==> src/rtl/core/sfd_pkg.sv <==
// Shared types and constants for the stuffed frame deframer.
package sfd_pkg;

  localparam logic [7:0] ESC_BYTE   = 8'hAA;
  localparam logic [7:0] HDR_BYTE   = 8'h11;
  localparam logic [7:0] END_BYTE   = 8'h22;
  localparam logic [7:0] STUFF_BYTE = 8'h33;

  localparam logic [1:0] KIND_PAYLOAD = 2'd0;
  localparam logic [1:0] KIND_GOOD    = 2'd1;
  localparam logic [1:0] KIND_BAD     = 2'd2;
  localparam logic [1:0] KIND_ABORT   = 2'd3;

  localparam int LEN_W       = 12;
  localparam int QUEUE_DEPTH = 4;

  typedef enum logic [1:0] {
    PH_HUNT,
    PH_GOT_AA,
    PH_PAYLOAD,
    PH_CHECK
  } phase_t;

  typedef enum logic [2:0] {
    OP_DATA,
    OP_CHECK,
    OP_CHECK_LAST,
    OP_START,
    OP_ABORT,
    OP_ABORT_START
  } op_t;

  typedef struct packed {
    op_t        op;
    logic [7:0] data;
  } op_word_t;

endpackage

==> src/rtl/core/stuffed_frame_deframer.sv <==
// Top level of the stuffed frame deframer.
//
//   channel   handshake             payload
//   in_       in_push / in_full     in_rx_byte
//   out_      out_pop / out_empty   out_kind, out_payload_byte, out_payload_length,
//                                   out_bad_frame_count
//   cfg_      cfg_valid / cfg_ready cfg_version_offset
//
// Sustains one byte per cycle while in_full stays low. A result reaches the out_ ports
// after its byte is taken through the queue write, then checksum stage 1 (byte product),
// then stage 2 (weighted sum and compare) into the result register. A 4-word queue
// sits between front and back; in_full rises once it fills while out_pop is held low.
// cfg_ready is always high. Synchronous reset, no clearing pass.
module stuffed_frame_deframer #(
  parameter int MAX_PAYLOAD = 1024
) (
  input  logic        clk,
  input  logic        rst_n,
  input  logic        in_push,
  output logic        in_full,
  input  logic [7:0]  in_rx_byte,
  output logic        out_empty,
  input  logic        out_pop,
  output logic [1:0]  out_kind,
  output logic [7:0]  out_payload_byte,
  output logic [11:0] out_payload_length,
  output logic [31:0] out_bad_frame_count,
  input  logic        cfg_valid,
  output logic        cfg_ready,
  input  logic [31:0] cfg_version_offset
);

  sfd_pkg::op_word_t front_word, head_word;
  logic              front_push, q_full, q_empty, q_pop;

  assign cfg_ready = 1'b1;
  assign in_full   = q_full;

  sfd_front #(.MAX_PAYLOAD(MAX_PAYLOAD)) u_front (
    .clk        (clk),
    .rst_n      (rst_n),
    .in_push    (in_push),
    .in_rx_byte (in_rx_byte),
    .q_full     (q_full),
    .q_push     (front_push),
    .q_word     (front_word)
  );

  sfd_queue u_queue (
    .clk       (clk),
    .rst_n     (rst_n),
    .push      (front_push),
    .push_word (front_word),
    .full      (q_full),
    .pop       (q_pop),
    .head_word (head_word),
    .empty     (q_empty)
  );

  sfd_back #(.MAX_PAYLOAD(MAX_PAYLOAD)) u_back (
    .clk                 (clk),
    .rst_n               (rst_n),
    .q_empty             (q_empty),
    .q_word              (head_word),
    .q_pop               (q_pop),
    .cfg_valid           (cfg_valid & cfg_ready),
    .cfg_version_offset  (cfg_version_offset),
    .out_pop             (out_pop),
    .out_empty           (out_empty),
    .out_kind            (out_kind),
    .out_payload_byte    (out_payload_byte),
    .out_payload_length  (out_payload_length),
    .out_bad_frame_count (out_bad_frame_count)
  );

endmodule

==> src/rtl/core/sfd_front.sv <==
// Front end: header/escape tracking, raw length limit, byte classification.
module sfd_front #(
  parameter int MAX_PAYLOAD = 1024
) (
  input  logic             clk,
  input  logic             rst_n,
  input  logic             in_push,
  input  logic [7:0]       in_rx_byte,
  input  logic             q_full,
  output logic             q_push,
  output sfd_pkg::op_word_t q_word
);

  localparam int RAW_LIMIT = 2 * MAX_PAYLOAD + 10;
  localparam int RAW_W     = $clog2(RAW_LIMIT + 1);
  localparam logic [RAW_W-1:0] RAW_LIM = RAW_W'(RAW_LIMIT);

  sfd_pkg::phase_t  phase_r, phase_nxt;
  logic [RAW_W-1:0] raw_r, raw_nxt;
  logic             esc_r, esc_nxt;
  logic [1:0]       cb_r, cb_nxt;

  logic       accept;
  logic       over_lim;
  logic [7:0] b;

  assign accept   = in_push & ~q_full;
  assign b        = in_rx_byte;
  assign over_lim = ((phase_r == sfd_pkg::PH_PAYLOAD) || (phase_r == sfd_pkg::PH_CHECK))
                    && (raw_r >= RAW_LIM);

  // next phase
  always_comb begin
    phase_nxt = phase_r;
    if (accept) begin
      if (over_lim) begin
        phase_nxt = (b == sfd_pkg::ESC_BYTE) ? sfd_pkg::PH_GOT_AA : sfd_pkg::PH_HUNT;
      end else begin
        unique case (phase_r)
          sfd_pkg::PH_HUNT: begin
            if (b == sfd_pkg::ESC_BYTE) phase_nxt = sfd_pkg::PH_GOT_AA;
          end
          sfd_pkg::PH_GOT_AA: begin
            phase_nxt = (b == sfd_pkg::HDR_BYTE) ? sfd_pkg::PH_PAYLOAD : sfd_pkg::PH_HUNT;
          end
          sfd_pkg::PH_PAYLOAD: begin
            if (esc_r) begin
              priority if (b == sfd_pkg::END_BYTE) phase_nxt = sfd_pkg::PH_CHECK;
              else if (b == sfd_pkg::HDR_BYTE)     phase_nxt = sfd_pkg::PH_PAYLOAD;
              else if (b == sfd_pkg::STUFF_BYTE)   phase_nxt = sfd_pkg::PH_PAYLOAD;
              else                                 phase_nxt = sfd_pkg::PH_HUNT;
            end
          end
          sfd_pkg::PH_CHECK: begin
            if (cb_r == 2'd3) phase_nxt = sfd_pkg::PH_HUNT;
          end
        endcase
      end
    end
  end

  // counters, escape flag and the word handed to the back end
  always_comb begin
    raw_nxt      = raw_r;
    esc_nxt      = esc_r;
    cb_nxt       = cb_r;
    q_push       = 1'b0;
    q_word.op    = sfd_pkg::OP_DATA;
    q_word.data  = b;
    if (accept) begin
      if (over_lim) begin
        q_push    = 1'b1;
        q_word.op = sfd_pkg::OP_ABORT;
        raw_nxt   = (b == sfd_pkg::ESC_BYTE) ? RAW_W'(1) : '0;
        esc_nxt   = 1'b0;
        cb_nxt    = 2'd0;
      end else begin
        unique case (phase_r)
          sfd_pkg::PH_HUNT: begin
            raw_nxt = (b == sfd_pkg::ESC_BYTE) ? RAW_W'(1) : '0;
            esc_nxt = 1'b0;
            cb_nxt  = 2'd0;
          end
          sfd_pkg::PH_GOT_AA: begin
            esc_nxt = 1'b0;
            cb_nxt  = 2'd0;
            if (b == sfd_pkg::HDR_BYTE) begin
              raw_nxt   = RAW_W'(2);
              q_push    = 1'b1;
              q_word.op = sfd_pkg::OP_START;
            end else begin
              raw_nxt = '0;
            end
          end
          sfd_pkg::PH_PAYLOAD: begin
            raw_nxt = raw_r + RAW_W'(1);
            esc_nxt = 1'b0;
            if (!esc_r) begin
              if (b == sfd_pkg::ESC_BYTE) begin
                esc_nxt = 1'b1;
              end else begin
                q_push    = 1'b1;
                q_word.op = sfd_pkg::OP_DATA;
              end
            end else begin
              priority if (b == sfd_pkg::STUFF_BYTE) begin
                q_push      = 1'b1;
                q_word.op   = sfd_pkg::OP_DATA;
                q_word.data = sfd_pkg::ESC_BYTE;
              end else if (b == sfd_pkg::END_BYTE) begin
                cb_nxt = 2'd0;
              end else if (b == sfd_pkg::HDR_BYTE) begin
                // restart inside a frame: abort old one, new frame opens now
                raw_nxt   = RAW_W'(2);
                cb_nxt    = 2'd0;
                q_push    = 1'b1;
                q_word.op = sfd_pkg::OP_ABORT_START;
              end else begin
                raw_nxt   = '0;
                cb_nxt    = 2'd0;
                q_push    = 1'b1;
                q_word.op = sfd_pkg::OP_ABORT;
              end
            end
          end
          sfd_pkg::PH_CHECK: begin
            q_push = 1'b1;
            esc_nxt = 1'b0;
            if (cb_r == 2'd3) begin
              q_word.op = sfd_pkg::OP_CHECK_LAST;
              raw_nxt   = '0;
              cb_nxt    = 2'd0;
            end else begin
              q_word.op = sfd_pkg::OP_CHECK;
              raw_nxt   = raw_r + RAW_W'(1);
              cb_nxt    = cb_r + 2'd1;
            end
          end
        endcase
      end
    end
  end

  always_ff @(posedge clk) begin
    if (!rst_n) begin
      phase_r <= sfd_pkg::PH_HUNT;
      raw_r   <= '0;
      esc_r   <= 1'b0;
      cb_r    <= 2'd0;
    end else begin
      phase_r <= phase_nxt;
      raw_r   <= raw_nxt;
      esc_r   <= esc_nxt;
      cb_r    <= cb_nxt;
    end
  end

endmodule

==> src/rtl/core/sfd_queue.sv <==
// Short word queue between the front and back ends.
module sfd_queue (
  input  logic              clk,
  input  logic              rst_n,
  input  logic              push,
  input  sfd_pkg::op_word_t push_word,
  output logic              full,
  input  logic              pop,
  output sfd_pkg::op_word_t head_word,
  output logic              empty
);

  localparam int PTR_W = $clog2(sfd_pkg::QUEUE_DEPTH);
  localparam int CNT_W = $clog2(sfd_pkg::QUEUE_DEPTH + 1);
  localparam logic [CNT_W-1:0] CNT_FULL = CNT_W'(sfd_pkg::QUEUE_DEPTH);

  sfd_pkg::op_word_t mem_r [sfd_pkg::QUEUE_DEPTH];
  logic [PTR_W-1:0]  wr_ptr_r, rd_ptr_r;
  logic [CNT_W-1:0]  cnt_r, cnt_nxt;
  logic              do_push, do_pop;

  assign full      = (cnt_r == CNT_FULL);
  assign empty     = (cnt_r == '0);
  assign do_push   = push & ~full;
  assign do_pop    = pop & ~empty;
  assign head_word = mem_r[rd_ptr_r];

  always_comb begin
    cnt_nxt = cnt_r;
    if (do_push && !do_pop) cnt_nxt = cnt_r + CNT_W'(1);
    if (!do_push && do_pop) cnt_nxt = cnt_r - CNT_W'(1);
  end

  always_ff @(posedge clk) begin
    if (do_push) mem_r[wr_ptr_r] <= push_word;
  end

  always_ff @(posedge clk) begin
    if (!rst_n) begin
      wr_ptr_r <= '0;
      rd_ptr_r <= '0;
      cnt_r    <= '0;
    end else begin
      if (do_push) wr_ptr_r <= wr_ptr_r + PTR_W'(1);
      if (do_pop)  rd_ptr_r <= rd_ptr_r + PTR_W'(1);
      cnt_r <= cnt_nxt;
    end
  end

endmodule

==> src/rtl/core/sfd_back.sv <==
// Back end: checksum accumulation, final compare, bad count, result register.
module sfd_back #(
  parameter int MAX_PAYLOAD = 1024
) (
  input  logic              clk,
  input  logic              rst_n,
  input  logic              q_empty,
  input  sfd_pkg::op_word_t q_word,
  output logic              q_pop,
  input  logic              cfg_valid,
  input  logic [31:0]       cfg_version_offset,
  input  logic              out_pop,
  output logic              out_empty,
  output logic [1:0]        out_kind,
  output logic [7:0]        out_payload_byte,
  output logic [11:0]       out_payload_length,
  output logic [31:0]       out_bad_frame_count
);

  localparam int IDX_W = $clog2(2 * MAX_PAYLOAD + 10 + 1);

  typedef struct packed {
    sfd_pkg::op_t                op;
    logic [7:0]                  data;
    logic [15:0]                 prod;
    logic [15:0]                 mult;
    logic [sfd_pkg::LEN_W-1:0]   len;
    logic [15:0]                 low;
    logic [31:0]                 rx_check;
  } s1_t;

  logic [31:0]      ver_r;
  logic [IDX_W-1:0] idx_r, idx_nxt;
  logic [7:0]       xor_r, xor_nxt, sum_r, sum_nxt;
  logic [31:0]      rc_r, rc_nxt;
  s1_t              s1_r, s1_nxt;
  logic             s1_v_r;
  logic [15:0]      weight_r, weight_nxt;
  logic [31:0]      bad_r, bad_nxt;
  logic             out_v_r;
  logic [1:0]       kind_nxt;

  logic             s1_emit, s1_move;
  logic [8:0]       b1, b2;
  logic [17:0]      prod_full;
  logic [31:0]      prod_w;
  logic [31:0]      computed;

  // stage 1: index, xor, sum, received check; first product
  assign b1        = {1'b0, q_word.data} + 9'd1;
  assign b2        = {1'b0, q_word.data} + 9'd2;
  assign prod_full = b1 * b2;

  always_comb begin
    unique case (s1_r.op)
      sfd_pkg::OP_DATA, sfd_pkg::OP_CHECK_LAST,
      sfd_pkg::OP_ABORT, sfd_pkg::OP_ABORT_START: s1_emit = 1'b1;
      default:                                      s1_emit = 1'b0;
    endcase
  end

  assign s1_move   = s1_v_r & (~s1_emit | ~out_v_r | out_pop);
  assign q_pop     = ~q_empty & (~s1_v_r | s1_move);

  always_comb begin
    idx_nxt         = idx_r;
    xor_nxt         = xor_r;
    sum_nxt         = sum_r;
    rc_nxt          = rc_r;
    s1_nxt.op       = q_word.op;
    s1_nxt.data     = q_word.data;
    s1_nxt.prod     = prod_full[15:0];
    s1_nxt.mult     = 16'(idx_r) + 16'd3;
    s1_nxt.len      = sfd_pkg::LEN_W'(idx_r);
    s1_nxt.low      = {sum_r, xor_r};
    s1_nxt.rx_check = {q_word.data, rc_r[31:8]};
    unique case (q_word.op)
      sfd_pkg::OP_DATA: begin
        idx_nxt    = idx_r + IDX_W'(1);
        xor_nxt    = xor_r ^ q_word.data;
        sum_nxt    = sum_r + q_word.data + 8'd1;
        s1_nxt.len = sfd_pkg::LEN_W'(idx_nxt);
      end
      sfd_pkg::OP_CHECK, sfd_pkg::OP_CHECK_LAST: begin
        rc_nxt = {q_word.data, rc_r[31:8]};
      end
      sfd_pkg::OP_START, sfd_pkg::OP_ABORT_START: begin
        idx_nxt = '0;
        xor_nxt = 8'd0;
        sum_nxt = 8'd0;
      end
      default: begin
      end
    endcase
  end

  // stage 2: weighted sum, compare, result word
  assign prod_w   = s1_r.prod * s1_r.mult;
  assign computed = {weight_r, s1_r.low} + ver_r;

  always_comb begin
    weight_nxt = weight_r;
    bad_nxt    = bad_r;
    kind_nxt   = sfd_pkg::KIND_ABORT;
    unique case (s1_r.op)
      sfd_pkg::OP_DATA: begin
        weight_nxt = weight_r + prod_w[15:0];
        kind_nxt   = sfd_pkg::KIND_PAYLOAD;
      end
      sfd_pkg::OP_CHECK_LAST: begin
        if (computed == s1_r.rx_check) begin
          kind_nxt = sfd_pkg::KIND_GOOD;
        end else begin
          kind_nxt = sfd_pkg::KIND_BAD;
          bad_nxt  = bad_r + 32'd1;
        end
      end
      sfd_pkg::OP_START, sfd_pkg::OP_ABORT_START: begin
        weight_nxt = 16'd0;
      end
      default: begin
      end
    endcase
  end

  always_ff @(posedge clk) begin
    if (q_pop) s1_r <= s1_nxt;
    if (s1_move && s1_emit) begin
      out_kind            <= kind_nxt;
      out_payload_byte    <= (s1_r.op == sfd_pkg::OP_DATA) ? s1_r.data : 8'd0;
      out_payload_length  <= s1_r.len;
      out_bad_frame_count <= bad_nxt;
    end
  end

  always_ff @(posedge clk) begin
    if (!rst_n) begin
      ver_r    <= 32'd0;
      idx_r    <= '0;
      xor_r    <= 8'd0;
      sum_r    <= 8'd0;
      rc_r     <= 32'd0;
      s1_v_r   <= 1'b0;
      weight_r <= 16'd0;
      bad_r    <= 32'd0;
      out_v_r  <= 1'b0;
    end else begin
      if (cfg_valid) ver_r <= cfg_version_offset;
      if (q_pop) begin
        idx_r <= idx_nxt;
        xor_r <= xor_nxt;
        sum_r <= sum_nxt;
        rc_r  <= rc_nxt;
      end
      if (q_pop)        s1_v_r <= 1'b1;
      else if (s1_move) s1_v_r <= 1'b0;
      if (s1_move) begin
        weight_r <= weight_nxt;
        bad_r    <= bad_nxt;
      end
      if (s1_move && s1_emit) out_v_r <= 1'b1;
      else if (out_pop)       out_v_r <= 1'b0;
    end
  end

  assign out_empty = ~out_v_r;

endmodule

==> config.mk <==
export PLATFORM = sky130hd
export DESIGN_NAME = stuffed_frame_deframer
export DESIGN_NICKNAME = d
export VERILOG_FILES = /design/src/rtl/core/sfd_pkg.sv /design/src/rtl/core/stuffed_frame_deframer.sv /design/src/rtl/core/sfd_front.sv /design/src/rtl/core/sfd_queue.sv /design/src/rtl/core/sfd_back.sv
export SDC_FILE = /design/constraint.sdc
export NUM_CORES = 1
export LEC_CHECK = 0
export ABC_AREA = 1
export BUFFER_PORTS_ARGS = -buffer_cell sky130_fd_sc_hd__buf_2
export CAP_MARGIN = 30
export CORE_MARGIN = 4
export CORE_UTILIZATION = 35
export CTS_CLUSTER_DIAMETER = 40
export DETAILED_ROUTE_END_ITERATION = 10
export SYNTH_ARGS = -nofsm -noshare
export SYNTH_HDL_FRONTEND = slang
export SYNTH_SLANG_ARGS = --single-unit
==> constraint.sdc <==
create_clock -name clk -period 7.7 [get_ports clk]
set_clock_uncertainty 0.05 [all_clocks]
set_input_delay 1.155 -clock clk [delete_from_list [all_inputs] [get_ports clk]]
set_output_delay 1.155 -clock clk [all_outputs]
set_load 0.005 [all_outputs]
==> run summary, run 1 <==
Status -> finished clean
Netlist cell types -> 52
Reg2reg setup slack -> 0.84 ns
Largest net degree at the start of global routing -> 75
Deepest clock path buffer count -> 3
CP Capture Type -> flop
Slew HR -> 0.351
Share of cells above drive strength 1 -> 0.0848
CTS Hold Bufs -> 0
Placed cells -> 3951
Post-CTS Setup Bufs -> 0
Nets -> 3446
Vias in the first global route -> 18700
Least-Margin Pin Slew -> 0.974 ns
Synth-to-layout area growth -> 13.6%
Hold WC Path Type -> flop to flop
Crit path required time -> 8.00 ns
PostCTS Resize Cnt -> 0
Post-synthesis sequential area ratio -> 0.369
Mapped Area -> 24000 sq um
F_max -> 146 MHz
Sum Neg Setup Slack -> 0 ns
Htree depth -> 2
Min Clock Period, post-route -> 6.86 ns
# rows -> 95
EDFF count, synth -> 189
Top FF cell, synth -> edfxtp_1
Final hold vios -> 0
Pre-antenna DRT Iters -> 7
WL per Instance -> 15.0 microns
Die W -> 270 microns
Initial antenna violation count -> 0
Max cap viols -> 0
WHS Path Cells -> 0
Vias per inst -> 4.70
Global placement routability congestion -> 0.910
# DRC -> 0
Setup violators final -> 0
Die area -> 72900 sq um
Unrepaired setup endpoints after global routing -> false
Gr usage total -> 0.167
Worst path slowest cell -> dfxtp_1
Worst-path fanout max -> 23
Slew Viols, Final -> 0
Gr ovfl total -> 0
Total number of vias -> 19000
CTS Buf Count -> 56
Most common cell on crit path -> nand2_1
WHS Endpoint -> u_back.s1_r[4]$_DFFE_PP_
Synth Area per Inst -> 7.88 sq um
R2R Path End -> u_back.s1_r[90]$_DFFE_PP_
Final hold slack -> 0.366 ns
Drt total wl -> 60.9 mm
Num Clock Sinks -> 348
Starting Density -> 0.355
Critical Path AT -> 7.17 ns
Detailed placer's ending HPWL -> 46.1 mm
Core area -> 67600 sq um
Syn nets -> 3360
WS Path Type -> flop to flop
Layout Cells excl Fill -> 4056
YS warnings -> 0
Post-route ant nets -> 0
Reg2reg path depth -> 32
DIE HEIGHT -> 270 microns
Gate Count Post-Synth -> 3050
# diodes -> 0
Setup crit start kind -> flop
Hold Startpoint -> u_back.rc_r[12]$_SDFFE_PN0P_
Global-route wire length before repair -> 99.0 mm
CTS tree -> yes
Root Driver -> clkbuf_16
Port buffer count -> 100
Period utilization -> 0.891
Yosys reg bits -> 348
I/O Pins -> 102
Clock latency on the worst-skew pair -> 0.60 ns
Max incr delay on CP -> 0.79 ns
Clk pin slew, worst setup/hold paths -> 0.06 ns
Initial drt markers -> 1179
FFs w/ async S/R, synth -> 0
flip-flops by register name, indices dropped and copies added, names as in the netlist, 12 cells and up, named ones only:
register and count:
u_back.s1_r 91, u_queue.mem_r 44, u_back.bad_r 32, u_back.out_bad_frame_count 32, u_back.ver_r 32, u_back.rc_r 24
u_back.weight_r 15, u_back.idx_r 12, u_back.out_payload_length 12, u_front.raw_r 12
worst max-delay path by stage:
| stage | to | from | cells after the start | slack, ns |
|---|---|---|---|---|
| 6_report | u_back.s1_r[90]$_DFFE_PP_ | flop | 32 | 0.84 |
| 3_3_place_gp | u_back.s1_r[91]$_DFFE_PP_ | flop | 35 | 0.90 |
| 5_1_grt | u_back.s1_r[91]$_DFFE_PP_ | flop | 33 | 0.09 |
| 3_5_place_dp | u_back.s1_r[90]$_DFFE_PP_ | flop | 32 | 0.84 |
| 4_1_cts | u_back.s1_r[91]$_DFFE_PP_ | flop | 35 | 0.82 |
| 2_1_floorplan | u_back.s1_r[90]$_DFFE_PP_ | flop | 33 | 1.53 |
cell usage in the layout, fill, tap and decap left out, drive strengths merged, types with 118 or more instances in the layout:
cell | netlist | final
edfxtp | 189 | 189
fa | 132 | 132
ha | 133 | 133
inv | 600 | 616
nor2 | 316 | 316
buf | 27 | 118
nand2 | 749 | 749
o21ai | 121 | 121
nand3 | 134 | 134
dfxtp | 159 | 159
a21oi | 158 | 158
final cells by class:
type | instances | area (sq um)
inverters | 604 | 2270
clock inverters | 42 | 479
fillers | 6818 | 40300
clock buffers | 63 | 1470
multi-input cells | 2008 | 12500
repair buffers | 118 | 639
well taps | 873 | 1090
flip-flops and latches | 348 | 8860
worst max-delay path, delay by kind of cell (launching register included):
| kind | cells | cell delay [ns] |
|---|---|---|
| xor+xnor | 2 | 0.45 |
| flops | 1 | 0.79 |
| fa+ha+maj | 6 | 2.62 |
| buf+inv | 7 | 0.74 |
| simple gates | 11 | 1.02 |
| compound gates | 6 | 0.91 |
cells in the mapped netlist (all sizes together), types with 2 or more instances:
cell type,n,area [sq um]
o21ai,121,606
inv,600,2250
a32oi,3,26.3
o21a,2,15.0
nand3b,4,30.0
fa,132,2640
and2,3,18.8
xnor2,26,228
buf,27,178
a21o,2,15.0
xor2,97,857
edfxtp,189,5680
a211oi,5,37.5
nand3,134,693
a21oi,158,798
nor2,316,1230
nor4,4,25.0
dfxtp,159,3180
nand4,56,350
nor3b,2,15.0
clkinv,4,15.0
nor3,38,210
a31oi,4,25.0
clkbuf,63,236
ha,133,1660
nand2,749,2840
or2,9,58.8
cells by family after synthesis:
| logic type | synth area share |
|---|---|
| and+or+nand+nor | 0.228 |
| adders and majority gates | 0.179 |
| DFF | 0.369 |
| xor gates and xnor gates | 0.0462 |
| AOI/OAI and AO/OA | 0.0658 |
| other | 0.000156 |
| buffers and inverters | 0.112 |
per-stage QoR:
step / utilization / setup WS (ns) / cell area, sq um
after floorplan: - / 1.53 / 24000
after global placement: 0.374 / 0.900 / 25300
after detailed placement: 0.375 / 0.845 / 25400
after CTS: 0.404 / 0.824 / 27300
after global routing: 0.404 / 0.0859 / 27300
final: 0.404 / 0.837 / 27300
per-layer routing:
| layer | routed length, microns | GRT usage |
|---|---|---|
| met1 | 28400 | 0.229 |
| met2 | 27500 | 0.269 |
| met3 | 3150 | 0.0257 |
| met4 | 1850 | 0.0571 |
| met5 | 0 | 0 |
Power of run 1 is not shown: default switching activity piles up to over one toggle a cycle in this logic, so the estimate is an artifact.
==> run 2: changes to the inputs <==
- CORE_UTILIZATION: 35 -> 62
- PLACE_DENSITY: unset -> 0.8
- SKIP_CTS_REPAIR_TIMING: unset -> 1
==> run summary, run 2 (synthesis gave the netlist of run 1 again) <==
Status -> finished clean
Filler cells -> 3051 (-55%)
WL per Instance -> 16.7 microns (+11%)
Most common cell on crit path -> inv_1
# DRC -> 0 (unchanged)
Setup violators final -> 0 (unchanged)
Clk pin slew, worst setup/hold paths -> 0.06 ns (about the same)
Most frequent cells in the layout -> nand2_1 (741), inv_1 (587), nor2_1 (305), edfxtp_1 (189), dfxtp_1 (159)
Critical Path AT -> 7.15 ns (-0.02 ns)
Detailed placer's ending HPWL -> 46.1 mm (about the same)
Area taken by multi-input logic gates -> 12500 sq um (about the same)
Port buffer count -> 100 (unchanged)
Max cap viols -> 0 (unchanged)
Vias per inst -> 5.42 (+15%)
Top flop regs -> u_back.s1_r x91, u_queue.mem_r x44
Biggest register -> u_back.s1_r
Vias in the first global route -> 19700 (+5.0%)
Worst path slowest cell -> fa_1
Final worst slack -> 0.839 ns (+0.00230 ns)
Worst-path fanout max -> 14 (-39%)
Crit path required time -> 7.99 ns (about the same)
Total number of vias -> 19900 (+4.6%)
Largest net degree at the start of global routing -> 76 (+1.3%)
I/O Pins -> 102 (unchanged)
F_max -> 146 MHz (about the same)
Die area -> 42000 sq um (-42%)
Share of cells above drive strength 1 -> 0.0799 (-0.00494)
Deepest clock path buffer count -> 3 (unchanged)
Global placement routability congestion -> 0.923 (+1.5%)
Htree depth -> 2 (unchanged)
Pre-antenna DRT Iters -> 6 (-1)
# diodes -> 0 (unchanged)
CP Capture Type -> flop
Num Clock Sinks -> 348 (unchanged)
Reg area -> 8860 sq um (unchanged)
Initial antenna violation count -> 0 (unchanged)
Sum Neg Setup Slack -> 0 ns (unchanged)
Layout Cells excl Fill -> 3678 (-9.3%)
Slew Viols, Final -> 0 (unchanged)
Drt total wl -> 61.3 mm (+0.59%)
Max reg flops -> 91 (unchanged)
Placed cells -> 3589 (-9.2%)
Root Driver -> clkbuf_16
Nets -> 3438 (-0.23%)
Delay-heaviest family, CP -> adder cells
Synth-to-layout area growth -> 10.5%
Starting Density -> 0.633 (+0.278)
WS Path Type -> flop to flop
Period utilization -> 0.891 (about the same)
DIE HEIGHT -> 205 microns (-24%)
Least-Margin Pin Slew -> 0.914 ns (-0.0594 ns)
# rows -> 71 (-25%)
Global-route wire length before repair -> 98.9 mm (-0.11%)
Setup WS pre-CTS -> 0.954 ns (+0.109 ns)
Min Clock Period, post-route -> 6.86 ns (-0.00230 ns)
Clock latency on the worst-skew pair -> 0.59 ns (about the same)
Hold WC Path Type -> flop to flop
Commonest non-fill, non-tap cell in the layout -> nand2_1
Unrepaired setup endpoints after global routing -> false
CTS Buf Count -> 47 (-16%)
Final hold vios -> 0 (unchanged)
Buf/Inv on CP -> 8 (+1)
Gr ovfl total -> 0 (unchanged)
Initial drt markers -> 1626 (+38%)
Die W -> 205 microns (-24%)
Slew HR -> 0.390 (+0.0389)
Core area -> 37900 sq um (-44%)
Post-route ant nets -> 0 (unchanged)
Setup crit start kind -> flop
CTS tree -> yes
Max incr delay on CP -> 0.54 ns (-0.25 ns)
Gr usage total -> 0.293 (+0.127)
run 2: cell count changes in the layout (fill, tap and decap cells not counted), moves of 2 or more:
cell,before,now
clkbuf_16,57,48
bufinv_16,6,2
clkinv_8,0,4
inv_6,9,6
buf_16,0,2
clkbuf_8,2,0
clkinv_2,8,6
clkinv_4,8,6
clkinvlp_4,2,4
run 2: path summary, 6_finish.rpt:
path,startpoint,end,slack (ns),cells past startpoint
worst max-delay path,flop,u_back.s1_r[90]$_DFFE_PP_,0.84,32
worst min-delay path,u_back.s1_r[53]$_DFFE_PP_,u_back.out_payload_length[5]$_DFFE_PP_,0.37,0
worst max register to register,flop,u_back.s1_r[90]$_DFFE_PP_,0.84,32
worst min register to register,u_back.s1_r[53]$_DFFE_PP_,u_back.out_payload_length[5]$_DFFE_PP_,0.37,0
run 2: worst register-to-register path, delay by kind of cell, from the launching register on:
| kind | cells | cell delay [ns] |
|---|---|---|
| adder cells (fa/ha/maj) | 6 | 2.54 |
| AND/OR/NAND/NOR | 10 | 1.21 |
| AO/OA/AOI/OAI | 6 | 1.09 |
| buffers and inverters | 8 | 0.72 |
| flip-flops | 1 | 0.53 |
| XOR/XNOR | 2 | 0.49 |
run 2: layout make-up:
type | count | share of cell area
clock buffer | 52 | 0.0458
clock inverter | 36 | 0.0147
inverter | 604 | 0.0855
multi-input combinational | 2008 | 0.470
sequential | 348 | 0.334
tap | 511 | 0.0241
timing repair buffer | 119 | 0.0257
run 2: per-layer routing:
layer	track usage	routed length, microns	vias up
met5	0	0	-
li1	-	-	9673
met2	0.503	29600	745
met1	0.389	25600	9356
met4	0.0979	2090	0
met3	0.0367	4000	143
run 2: stage by stage:
stage / utilization / instance area, sq um / hold WS, ns
after floorplan: - / 24000 / 0.350
after CTS: 0.699 / 26500 / 0.369
after global routing: 0.700 / 26500 / 0.381
after detailed placement: 0.657 / 24900 / 0.355
after global placement: 0.655 / 24900 / 0.352
final: 0.700 / 26500 / 0.368
Power of run 2 is left out for the same reason.
